File: config.mk
export PLATFORM = sky130hd
export DESIGN_NAME = countdown_slot_table_core
export DESIGN_NICKNAME = d
export VERILOG_FILES = /design/src/hw/rtl/cst_pkg.sv /design/src/hw/rtl/countdown_slot_table_core.sv /design/src/hw/rtl/cst_ctrl.sv /design/src/hw/rtl/cst_dpath.sv
export SDC_FILE = /design/constraint.sdc
export NUM_CORES = 1
export LEC_CHECK = 0
export BUFFER_PORTS_ARGS = -buffer_cell sky130_fd_sc_hd__buf_4
export CAP_MARGIN = 15
export CORE_ASPECT_RATIO = 0.6
export CORE_MARGIN = 2
export CORE_UTILIZATION = 30
export CTS_BUF_LIST = sky130_fd_sc_hd__clkbuf_2
export DETAILED_ROUTE_END_ITERATION = 7
export MAX_ROUTING_LAYER = met4
export PLACE_DENSITY_LB_ADDON = 0.15
export SLEW_MARGIN = 20
export SYNTH_ARGS = -nofsm -noshare
export SYNTH_HDL_FRONTEND = slang
export SYNTH_SLANG_ARGS = --single-unit
File: constraint.sdc
create_clock -name i_clk -period 3.68 [get_ports i_clk]
set_clock_uncertainty 0.05 [all_clocks]
set_input_delay 0.552 -clock i_clk [delete_from_list [all_inputs] [get_ports i_clk]]
set_output_delay 0.552 -clock i_clk [all_outputs]
set_load 0.02 [all_outputs]
File: src/hw/rtl/cst_pkg.sv
// Package for the countdown slot table: action codes, controller state
// encoding and the command and status words between controller and datapath.
// No dependencies.
`timescale 1ns / 1ps

package cst_pkg;

    // Action codes carried in the action field of an input word.
    localparam logic [1:0] ACT_INSERT = 2'd0;
    localparam logic [1:0] ACT_TICK   = 2'd1;
    localparam logic [1:0] ACT_CLEAR  = 2'd2;

    // Width of a slot count and of the reported slot number.
    localparam int CNT_W  = 10;
    localparam int SLOT_W = 4;

    // Controller states, one-hot.
    typedef enum logic [4:0] {
        S_IDLE     = 5'b00001,
        S_DISPATCH = 5'b00010,
        S_INS      = 5'b00100,
        S_TICK     = 5'b01000,
        S_DONE     = 5'b10000
    } t_state;

    // Commands from the controller to the datapath.
    typedef struct packed {
        logic load;        // capture the accepted input word
        logic clr;         // empty the named slot
        logic ins_step;    // examine one slot for an insert
        logic tick_start;  // start the tick walk at slot 0
        logic tick_step;   // advance the tick walk by one slot
        logic out_load;    // move the result into the output register
    } t_cmd;

    // Status from the datapath to the controller.
    typedef struct packed {
        logic act_ins;     // captured word is an insert
        logic act_tick;    // captured word is a tick
        logic act_clr;     // captured word is a clear
        logic delay_zero;  // captured delay is zero
        logic ins_free;    // slot under the insert walk is empty
        logic idx_last;    // walk index is at the last slot
        logic tick_done;   // tick walk is processing the last slot
    } t_status;

endpackage

File: src/hw/rtl/countdown_slot_table_core.sv
// Countdown slot table: SLOTS countdown slots, one word in and one result
// word out for each command. Words are handled one at a time. A tick walks
// every slot through the single read port of the count memory, one slot per
// cycle, and an insert scans the busy flags one slot per cycle. The input
// is free again in the cycle the result appears. A finished result waits
// in the output register while the next word is accepted; a result that
// is still waiting there holds the next one in the done state until the
// output is taken. No clearing pass follows reset. Depends on cst_pkg,
// cst_ctrl and cst_dpath.
`timescale 1ns / 1ps

module countdown_slot_table_core #(
    parameter int SLOTS = 16
) (
    input  logic                        i_clk,
    input  logic                        i_rst_n,
    input  logic                        i_in_valid,
    output logic                        o_in_stall,
    input  logic [1:0]                  i_action,
    input  logic [cst_pkg::CNT_W-1:0]   i_delay,
    input  logic [cst_pkg::SLOT_W-1:0]  i_slot_index,
    output logic                        o_out_valid,
    input  logic                        i_out_stall,
    output logic                        o_ok,
    output logic [cst_pkg::SLOT_W-1:0]  o_slot
);
    import cst_pkg::*;

    t_cmd    w_cmd;
    t_status w_status;

    // Sequencer for one word at a time.
    cst_ctrl u_ctrl (
        .i_clk       (i_clk),
        .i_rst_n     (i_rst_n),
        .i_in_valid  (i_in_valid),
        .o_in_stall  (o_in_stall),
        .o_out_valid (o_out_valid),
        .i_out_stall (i_out_stall),
        .i_status    (w_status),
        .o_cmd       (w_cmd)
    );

    // Slot storage and the walk over it.
    cst_dpath #(
        .SLOTS (SLOTS)
    ) u_dpath (
        .i_clk        (i_clk),
        .i_rst_n      (i_rst_n),
        .i_action     (i_action),
        .i_delay      (i_delay),
        .i_slot_index (i_slot_index),
        .i_cmd        (w_cmd),
        .o_status     (w_status),
        .o_ok         (o_ok),
        .o_slot       (o_slot)
    );

endmodule

File: src/hw/rtl/cst_ctrl.sv
// Controller of the countdown slot table: sequences one input word at a
// time through the datapath and owns the handshake on both channels.
// Depends on cst_pkg.
`timescale 1ns / 1ps

module cst_ctrl (
    input  logic             i_clk,
    input  logic             i_rst_n,
    input  logic             i_in_valid,
    output logic             o_in_stall,
    output logic             o_out_valid,
    input  logic             i_out_stall,
    input  cst_pkg::t_status i_status,
    output cst_pkg::t_cmd    o_cmd
);
    import cst_pkg::*;

    t_state r_state;
    t_state n_state;
    logic   r_out_valid;
    logic   n_out_valid;

    // Next state and commands.
    always_comb begin
        n_state     = r_state;
        n_out_valid = r_out_valid;
        o_cmd       = '0;
        if (r_out_valid && !i_out_stall) begin
            n_out_valid = 1'b0;
        end
        case (r_state)
            S_IDLE: begin
                if (i_in_valid) begin
                    o_cmd.load = 1'b1;
                    n_state    = S_DISPATCH;
                end
            end
            S_DISPATCH: begin
                if (i_status.act_tick) begin
                    o_cmd.tick_start = 1'b1;
                    n_state          = S_TICK;
                end else if (i_status.act_ins && !i_status.delay_zero) begin
                    n_state = S_INS;
                end else if (i_status.act_clr) begin
                    o_cmd.clr = 1'b1;
                    n_state   = S_DONE;
                end else begin
                    n_state = S_DONE;
                end
            end
            S_INS: begin
                o_cmd.ins_step = 1'b1;
                if (i_status.ins_free || i_status.idx_last) begin
                    n_state = S_DONE;
                end
            end
            S_TICK: begin
                o_cmd.tick_step = 1'b1;
                if (i_status.tick_done) begin
                    n_state = S_DONE;
                end
            end
            S_DONE: begin
                // Wait until the output register is free or being emptied.
                if (!r_out_valid || !i_out_stall) begin
                    o_cmd.out_load = 1'b1;
                    n_out_valid    = 1'b1;
                    n_state        = S_IDLE;
                end
            end
            default: begin
                n_state = S_IDLE;
            end
        endcase
    end

    // State registers.
    always_ff @(posedge i_clk) begin
        if (!i_rst_n) begin
            r_state     <= S_IDLE;
            r_out_valid <= 1'b0;
        end else begin
            r_state     <= n_state;
            r_out_valid <= n_out_valid;
        end
    end

    assign o_in_stall  = (r_state != S_IDLE);
    assign o_out_valid = r_out_valid;

`ifndef SYNTHESIS
    // An accepted word makes the block busy on the next cycle.
    a_busy_after_accept: assert property (@(posedge i_clk) disable iff (!i_rst_n)
        (i_in_valid && !o_in_stall) |=> o_in_stall)
        else $error("input not stalled after an accepted word");

    // A finished word with a free output register is presented next cycle.
    a_done_delivers: assert property (@(posedge i_clk) disable iff (!i_rst_n)
        (r_state == S_DONE && !r_out_valid) |=> (o_out_valid && r_state == S_IDLE))
        else $error("result not presented from the done state");

    // A presented result stays until it is taken.
    a_out_held: assert property (@(posedge i_clk) disable iff (!i_rst_n)
        (o_out_valid && i_out_stall) |=> o_out_valid)
        else $error("result withdrawn while stalled");
`endif

endmodule

File: src/hw/rtl/cst_dpath.sv
// Datapath of the countdown slot table: busy flags, the count memory, the
// slot walk index, the tick pipeline and the result and output registers.
// Depends on cst_pkg.
`timescale 1ns / 1ps

module cst_dpath #(
    parameter int SLOTS = 16
) (
    input  logic                        i_clk,
    input  logic                        i_rst_n,
    input  logic [1:0]                  i_action,
    input  logic [cst_pkg::CNT_W-1:0]   i_delay,
    input  logic [cst_pkg::SLOT_W-1:0]  i_slot_index,
    input  cst_pkg::t_cmd               i_cmd,
    output cst_pkg::t_status            o_status,
    output logic                        o_ok,
    output logic [cst_pkg::SLOT_W-1:0]  o_slot
);
    import cst_pkg::*;

    localparam int IW = (SLOTS > 1) ? $clog2(SLOTS) : 1;
    localparam logic [IW-1:0] LAST = IW'(SLOTS - 1);

    // Captured input word.
    logic [1:0]        r_action;
    logic [CNT_W-1:0]  r_delay;
    logic [SLOT_W-1:0] r_index;

    // Slot state: busy flags in flip-flops, counts in a memory.
    logic [SLOTS-1:0]  r_busy;
    logic [SLOTS-1:0]  n_busy;
    logic [CNT_W-1:0]  r_cnt_mem [SLOTS];
    logic [CNT_W-1:0]  r_rd_data;

    // Walk and tick pipeline state.
    logic [IW-1:0]     r_idx;
    logic [IW-1:0]     n_idx;
    logic              r_rd_live;
    logic              n_rd_live;
    logic              r_p_valid;
    logic              n_p_valid;
    logic [IW-1:0]     r_p_idx;
    logic [IW-1:0]     n_p_idx;
    logic              r_found;
    logic              n_found;

    // Result and output registers.
    logic              r_res_ok;
    logic              n_res_ok;
    logic [SLOT_W-1:0] r_res_slot;
    logic [SLOT_W-1:0] n_res_slot;
    logic              r_ok;
    logic [SLOT_W-1:0] r_slot;

    // Memory write port.
    logic              w_we;
    logic [IW-1:0]     w_wa;
    logic [CNT_W-1:0]  w_wd;

    // Index conversions between the slot field width and the table width.
    logic [IW+SLOT_W-1:0] w_clr_ext;
    logic [IW-1:0]        w_clr_idx;
    logic                 w_clr_in_range;
    logic [IW+SLOT_W-1:0] w_idx_ext;
    logic [IW+SLOT_W-1:0] w_p_idx_ext;
    logic                 w_idx_last;
    logic                 w_tick_done;

    assign w_clr_ext      = {IW'(0), r_index};
    assign w_clr_idx      = w_clr_ext[IW-1:0];
    assign w_clr_in_range = (32'(r_index) < 32'(SLOTS));
    assign w_idx_ext      = {SLOT_W'(0), r_idx};
    assign w_p_idx_ext    = {SLOT_W'(0), r_p_idx};
    assign w_idx_last     = (r_idx == LAST);
    assign w_tick_done    = r_p_valid && (r_p_idx == LAST);

    // Status back to the controller.
    always_comb begin
        o_status            = '0;
        o_status.act_ins    = (r_action == ACT_INSERT);
        o_status.act_tick   = (r_action == ACT_TICK);
        o_status.act_clr    = (r_action == ACT_CLEAR);
        o_status.delay_zero = (r_delay == '0);
        o_status.ins_free   = !r_busy[r_idx];
        o_status.idx_last   = w_idx_last;
        o_status.tick_done  = w_tick_done;
    end

    // Slot update logic for load, clear, insert walk and tick walk.
    always_comb begin
        n_busy     = r_busy;
        n_idx      = r_idx;
        n_rd_live  = r_rd_live;
        n_p_valid  = r_p_valid;
        n_p_idx    = r_p_idx;
        n_found    = r_found;
        n_res_ok   = r_res_ok;
        n_res_slot = r_res_slot;
        w_we       = 1'b0;
        w_wa       = r_idx;
        w_wd       = r_delay;

        if (i_cmd.load) begin
            n_idx      = '0;
            n_rd_live  = 1'b0;
            n_p_valid  = 1'b0;
            n_found    = 1'b0;
            n_res_ok   = 1'b0;
            n_res_slot = '0;
        end

        // A clear inside the table empties the slot; the slot field stays 0.
        if (i_cmd.clr && w_clr_in_range) begin
            n_busy[w_clr_idx] = 1'b0;
            n_res_ok          = 1'b1;
        end

        // Insert walk: take the first empty slot, else move on.
        if (i_cmd.ins_step) begin
            if (!r_busy[r_idx]) begin
                n_busy[r_idx] = 1'b1;
                w_we          = 1'b1;
                w_wa          = r_idx;
                w_wd          = r_delay;
                n_res_ok      = 1'b1;
                n_res_slot    = w_idx_ext[SLOT_W-1:0];
            end else if (!w_idx_last) begin
                n_idx = r_idx + IW'(1);
            end
        end

        if (i_cmd.tick_start) begin
            n_idx     = '0;
            n_rd_live = 1'b1;
            n_p_valid = 1'b0;
            n_found   = 1'b0;
        end

        // Tick walk: one slot read per cycle, each processed in the cycle after its read.
        if (i_cmd.tick_step) begin
            n_p_valid = r_rd_live;
            n_p_idx   = r_idx;
            if (r_rd_live) begin
                if (w_idx_last) begin
                    n_rd_live = 1'b0;
                end else begin
                    n_idx = r_idx + IW'(1);
                end
            end
            if (r_p_valid && r_busy[r_p_idx]) begin
                if (!r_found && r_rd_data == CNT_W'(1)) begin
                    // First due slot is reported and left as it is.
                    n_found    = 1'b1;
                    n_res_ok   = 1'b1;
                    n_res_slot = w_p_idx_ext[SLOT_W-1:0];
                end else if (r_rd_data == '0) begin
                    n_busy[r_p_idx] = 1'b0;
                end else begin
                    w_we = 1'b1;
                    w_wa = r_p_idx;
                    w_wd = r_rd_data - CNT_W'(1);
                end
            end
        end
    end

    // Count memory with a registered read at the walk index.
    always_ff @(posedge i_clk) begin
        if (w_we) begin
            r_cnt_mem[w_wa] <= w_wd;
        end
        r_rd_data <= r_cnt_mem[r_idx];
    end

    // Control registers.
    always_ff @(posedge i_clk) begin
        if (!i_rst_n) begin
            r_busy    <= '0;
            r_rd_live <= 1'b0;
            r_p_valid <= 1'b0;
            r_found   <= 1'b0;
        end else begin
            r_busy    <= n_busy;
            r_rd_live <= n_rd_live;
            r_p_valid <= n_p_valid;
            r_found   <= n_found;
        end
    end

    // Payload registers.
    always_ff @(posedge i_clk) begin
        if (i_cmd.load) begin
            r_action <= i_action;
            r_delay  <= i_delay;
            r_index  <= i_slot_index;
        end
        r_idx      <= n_idx;
        r_p_idx    <= n_p_idx;
        r_res_ok   <= n_res_ok;
        r_res_slot <= n_res_slot;
        if (i_cmd.out_load) begin
            r_ok   <= r_res_ok;
            r_slot <= r_res_slot;
        end
    end

    assign o_ok   = r_ok;
    assign o_slot = r_slot;

`ifndef SYNTHESIS
    // A successful insert step leaves its slot busy.
    a_insert_sets_busy: assert property (@(posedge i_clk) disable iff (!i_rst_n)
        (i_cmd.ins_step && !r_busy[r_idx]) |=> r_busy[$past(r_idx)])
        else $error("inserted slot not marked busy");

    // A clear inside the table leaves its slot empty.
    a_clear_empties: assert property (@(posedge i_clk) disable iff (!i_rst_n)
        (i_cmd.clr && w_clr_in_range) |=> !r_busy[$past(w_clr_idx)])
        else $error("cleared slot still busy");

    // Once reads stop, the slot still in process must be the last one.
    a_tick_drain: assert property (@(posedge i_clk) disable iff (!i_rst_n)
        (i_cmd.tick_step && r_p_valid && !r_rd_live) |-> w_tick_done)
        else $error("tick walk ended before the last slot");
`endif

endmodule
-- Yosys cells after proc, flatten, opt, wreduce, memory -nomap -nowiden
Memory sizes are Yosys's and may differ from the RTL's. A register that Yosys moved wholly into a read port is not among the register bits.
Cells that the tools add are included.
Widths: inputs -> output; s select.
- register bits: 59
- RAM bits: 160
- output and inout bits: 7
- word-level logic and storage cells: 153
- memories kept: 1
- memories (name ; words ; bits a word ; read ports ; clocked after memory_dff ; write ports ; line ; source):
    u_dpath.r_cnt_mem ; 16 ; 10 ; 1 ; 1 ; 1 ; cst_dpath.sv:32 ; logic [CNT_W-1:0] r_cnt_mem [SLOTS];
- $add $sub $neg: 2
- magnitude comparators: 6
- equality and inequality tests: 15
- muxes and demuxes: 89
- bitwise operators: 5
- reductions and logical operators: 20
- operators by type and width (kind ; number):
    $mux 16 ; 7
    $mux 4 ; 18
    $mux 1 ; 48
    $mux 10 ; 4
    $and 16x16->16 ; 2
    $not 16->16 ; 2
    $mux 5 ; 6
    $pmux 5 s5 ; 1
    $logic_not 10->1 ; 2
    $or 16x16->16 ; 1
    $lt 4x5->1 const B ; 3
    $demux 1 s4 ; 3
    $ge 4x1->1 const B ; 3
    $eq 10x1->1 const B ; 1
    $sub 10x1->10 const B ; 1
    $bmux 1 s4 ; 2
    $eq 4x4->1 const B ; 2
    $logic_and 1x1->1 ; 8
    $ne 2x1->1 const B ; 3
    $eq 5x1->1 const B ; 1
    $eq 5x2->1 const B ; 1
    $eq 5x3->1 const B ; 1
    $eq 5x4->1 const B ; 1
    $eq 5x5->1 const B ; 1
    other kinds (10) ; 15

-- Longest topological paths before layout
- depth in word-level cells: 15
- mapped depth: 9
- gate-level depth less buffers: 7

-- Hierarchy
Synthesis repeated with hierarchy kept, for this count alone.
- cells, all modules: 678
- area total of the unflattened synthesis: 10344.9 sq um
- modules (own cells, without submodules) (module ; instances ; cells each ; area each (sq um) ; sequential area each (sq um)):
    cst_dpath ; 1 ; 629 ; 9968.3 ; 6316.1
    cst_ctrl ; 1 ; 49 ; 376.6 ; 120.1

-- Worst setup path after synthesis
OpenSTA, ideal clock, no wires.
- path kind: reg2reg
- start point: reg u_dpath.r_idx[0]
- end point: mem u_dpath.r_cnt_mem[3][0] (enable)
- arrival: 2505 ps
- data required time: 3248 ps
- path slack: 743 ps
- cell stages (with the launch flop): 8
- buffers on the path: 2
- period minus slack after synthesis: 2937 ps
- path through: dfxtp_1 > buf_6 > mux2_2 > mux4_2 > o2bb2ai_4 > buf_6 > nand3_1 > a22oi_1
- longest elaborated chain between the ends: 10
- elaborated cells on any way between the ends: 14
- classes of those cells: mux: 14
- RTL lines (what ; line ; source):
    start: declaration ; cst_dpath.sv:36 ; logic [IW-1:0] r_idx;
    start signal: assignment ; cst_dpath.sv:197 ; r_idx <= n_idx;
    $bmux 1 s4 ; cst_dpath.sv:120 ; if (!r_busy[r_idx]) begin
    $mux 1 (not written as such) ; cst_dpath.sv:120 ;
    $mux 1 ; cst_dpath.sv:120 ;
    $mux 1 ; cst_dpath.sv:119 ; if (i_cmd.ins_step) begin
    $mux 1 ; cst_dpath.sv:156 ; end else if (r_rd_data == '0) begin
    $mux 1 ; cst_dpath.sv:151 ; if (!r_found && r_rd_data == CNT_W'(1)) begin
    $mux 1 ; cst_dpath.sv:150 ; if (r_p_valid && r_busy[r_p_idx]) begin
    $mux 1 ; cst_dpath.sv:140 ; if (i_cmd.tick_step) begin
    $mux 1 ; cst_dpath.sv:169 ; if (w_we) begin
    $mux 1 (not written as such) ; cst_dpath.sv:170 ; r_cnt_mem[w_wa] <= w_wd;
    end: declaration ; cst_dpath.sv:32 ;
Several ways; a longest one is shown, not always the timed one. The select of a mux whose other input is x is not followed.

-- Final worst setup path
- start point: reg u_dpath.r_p_idx[0]
- end point: mem u_dpath.r_cnt_mem[5][8] (enable)
- longest elaborated chain between the ends: 7
- elaborated cells on any way between the ends: 11
- classes of those cells: mux: 10; reduce/logical: 1
- RTL lines (what ; line ; source):
    start: declaration ; cst_dpath.sv:42 ; logic [IW-1:0] r_p_idx;
    start signal: assignment ; cst_dpath.sv:198 ; r_p_idx <= n_p_idx;
    $bmux 1 s4 ; cst_dpath.sv:150 ;
    $mux 1 (not written as such) ; cst_dpath.sv:150 ;
    $logic_and 1x1->1 ; cst_dpath.sv:150 ;
    $mux 1 ; cst_dpath.sv:150 ;
    $mux 1 ; cst_dpath.sv:140 ;
    $mux 1 ; cst_dpath.sv:169 ;
    $mux 1 (not written as such) ; cst_dpath.sv:170 ;
Several ways; a longest one is shown, not always the timed one. The select of a mux whose other input is x is not followed.

==> flow_metrics.py <==
metrics = {
    "worst_setup_path": {
        "startpoint_type": "flip-flop",
        "arrival_ps": 3650,
        "critPathMaxStageDelay_ps": 910,
        "crit_fanout": 13,
        "path_cells": "mux2i_1 -> a22oi_1 -> and4_1 -> o21ai_0 -> o32ai_2 -> buf_4",
        "critPathSlowestCell": "o21ai_0",
        "crit_type": "flip-flop to flip-flop",
        "crit_required_ps": 4170,
        "crit_path_end_kind": "flip-flop",
    },
    "clock_tree": {
        "clkTransAtPathRegs_ps": 110,
        "cts_resized": 0,
        "cts_hold_buf": 19,
        "cts_made_buffers": 56,
        "cts_setup_buffers": 0,
        "clock_sinks": 229,
        "cts_tree": "built",
        "clockBufferDepth": 3,
        "h-tree-depth": 2,
        "insertion_delay_ps": 870,
        "cts-root-buf": "clkbuf_2",
    },
    "logic_synthesis": {
        "ys_types": 61,
        "avgSynthCellArea_um2": 16.1,
        "synth_flop_cell": "edfxtp_1",
        "syn_area_mm2": 0.00984,
        "yosys_warnings": 0,
        "synth_edf_count": 185,
        "ys_seq_elements": 229,
        "synth-seq-area-share_pct": 65.4,
        "async_reset_ff_share_pct": 0,
        "postSynthCellCount": 611,
        "syn_nets": 638,
    },
    "timing": {
        "fmaxAchievable_mhz": 317,
        "period_share_pct": 85.7,
        "fin_hold_ws_ps": 337,
        "period_needed_ps": 3160,
        "tightest_slew_ps": 1100,
        "hold_viol_final": 0,
        "rsz0062_at_grt": "no",
        "relSlewSlack_pct": 26.1,
        "tns_ps": 0,
        "maxSlewViolCount": 0,
        "layout_setup_ws_ps": 524,
        "finalSetupViolCount": 0,
    },
    "grt": {
        "grt_usage_pct": 17.7,
        "grt_pass1_wl_mm": 42.2,
        "grt_overflow": 0,
        "grt_max_degree": 49,
        "antenna_found_initial": 1,
        "grt_pass1_vias": 6262,
    },
    "floorplanning": {
        "start_util_pct": 30.4,
        "die_h_um": 144,
        "die_width_um": 238,
        "num_io_pins": 27,
        "num_rows": 51,
        "coreArea_mm2": 0.0324,
        "dieArea_mm2": 0.0343,
    },
    "place": {
        "dp_cells": 1056,
        "detailed_place_hpwl_mm": 18.6,
        "io_buffers": 26,
        "dpl_worst_slack_ps": 597,
        "gp_congestion": 0.881,
    },
    "outcome": {
        "status": "finished clean",
    },
    "final_layout": {
        "fin_cells": 1179,
        "syn2layout_area_growth_pct": 16.0,
        "layout_commonest_cell": "edfxtp_1",
        "drive_gt1_share_pct": 30.2,
        "nNetsFinal": 736,
        "mostFrequentLayoutCells": "185 x edfxtp_1, 85 x clkbuf_2, 53 x buf_4, 52 x mux4_2, 42 x dfxtp_1",
    },
    "power_and_ir_drop": {
        "irDropWorstVdd_v": 0.000164,
        "powerDensity_mw_per_mm2": 414,
        "leakagePower_uw": 0.00372,
    },
    "drt": {
        "wl_mm": 28.7,
        "wire_per_inst_um": 24.3,
        "routed_via_density": 5.27,
        "drtIter0Drc": 721,
        "drc": 0,
        "postRouteAntennaNets": 0,
        "num_vias": 6211,
        "drtPass1Iterations": 5,
    },
    "worst_hold_path": {
        "timing.hold.worst.class": "primary input to flip-flop",
    },
    "flow_run": {
        "drv_cap": 0,
    },
}
stage by stage:
step                      cell area [um^2]  utilization, %  power [uW]
after global placement               10700            33.1        3030
final                                11400            35.3        4730
after CTS                            11400            35.3        4810
after floorplan                       9840               -        2960
after global routing                 11400            35.3        4970
after detailed placement             10700            33.1        3030
cells in the mapped netlist, drive strengths merged (6+ instances only):
library cell	instances	area, um^2
a21oi	17	88.8
a22oi	11	82.6
a311oi	13	114
a31oi	11	68.8
buf	19	103
clkbuf	15	56.3
dfxtp	44	881
edfxtp	185	5560
ha	7	87.6
inv	28	105
mux2	16	180
mux2i	19	190
mux4	52	1170
nand2	23	86.3
nand2b	7	43.8
nand3	15	75.1
nor2	16	60.1
nor2b	12	75.1
o211ai	6	50.1
o21ai	10	53.8
o32ai	6	52.6
or4	6	45.0
xor2	6	52.6
routing by layer:
metal | track usage, % | up-vias | wire length, um
li1 | - | 2721 | -
met1 | 27.0 | 3199 | 14800
met2 | 22.5 | 251 | 11300
met3 | 5.04 | 40 | 2370
met4 | 4.07 | 0 | 306
met5 | - | - | 0
flip-flops by register name, summed over array words and instances, names as in the netlist, 2 cells and up:
name / count
u_dpath.o_slot: 4
u_dpath.r_index: 4
u_dpath.r_cnt_mem: 160
u_dpath.r_res_slot: 4
u_ctrl.r_state: 5
u_dpath.r_delay: 10
u_dpath.r_rd_data: 10
u_dpath.r_action: 2
u_dpath.r_busy: 16
u_dpath.r_idx: 4
u_dpath.r_p_idx: 4
kinds of logic after synthesis:
group / synth area share [%]
xor gates and xnor gates: 0.712
buffers and inverters: 2.68
muxes: 15.7
DFF: 65.4
AOI/OAI and AO/OA: 8.04
and+or+nand+nor: 6.62
adders and majority gates: 0.890
worst paths after layout:
kind,start,to,slack [ps],cells after the start
max,u_dpath.r_p_idx[0],u_dpath.r_cnt_mem[5][8],520,6
min,i_slot_index[2],u_dpath.r_index[2],340,2
max reg2reg,u_dpath.r_p_idx[0],u_dpath.r_cnt_mem[5][8],520,6
min reg2reg,u_dpath.r_res_slot[3],u_dpath.o_slot[3],400,0
worst max-delay path: cells and delay by family, from the launching register on:
family	cells	cell delay [ps]
AO/OA/AOI/OAI	3	1240
buffers and inverters	1	270
flip-flops	1	680
multiplexers	1	280
AND/OR/NAND/NOR	1	320
layout make-up:
type | instances | area, um^2
diodes | 1 | 2.50
clock buffers | 85 | 425
clock inverters | 18 | 100
fillers | 3118 | 20900
inverters | 28 | 105
multi-input cells | 320 | 3180
flip-flops and latches | 229 | 6440
well taps | 424 | 531
repair buffers | 74 | 628
power by group:
| part | internal [uW] | leakage, uW | total (uW) | switching [uW] |
|---|---|---|---|---|
| Clock | 687 | 0.000399 | 1730 | 1050 |
| Combinational | 47.5 | 0.00129 | 141 | 94.0 |
| Sequential | 2830 | 0.00203 | 2850 | 23.4 |
Note: power is estimated with default switching activity, not from simulation.
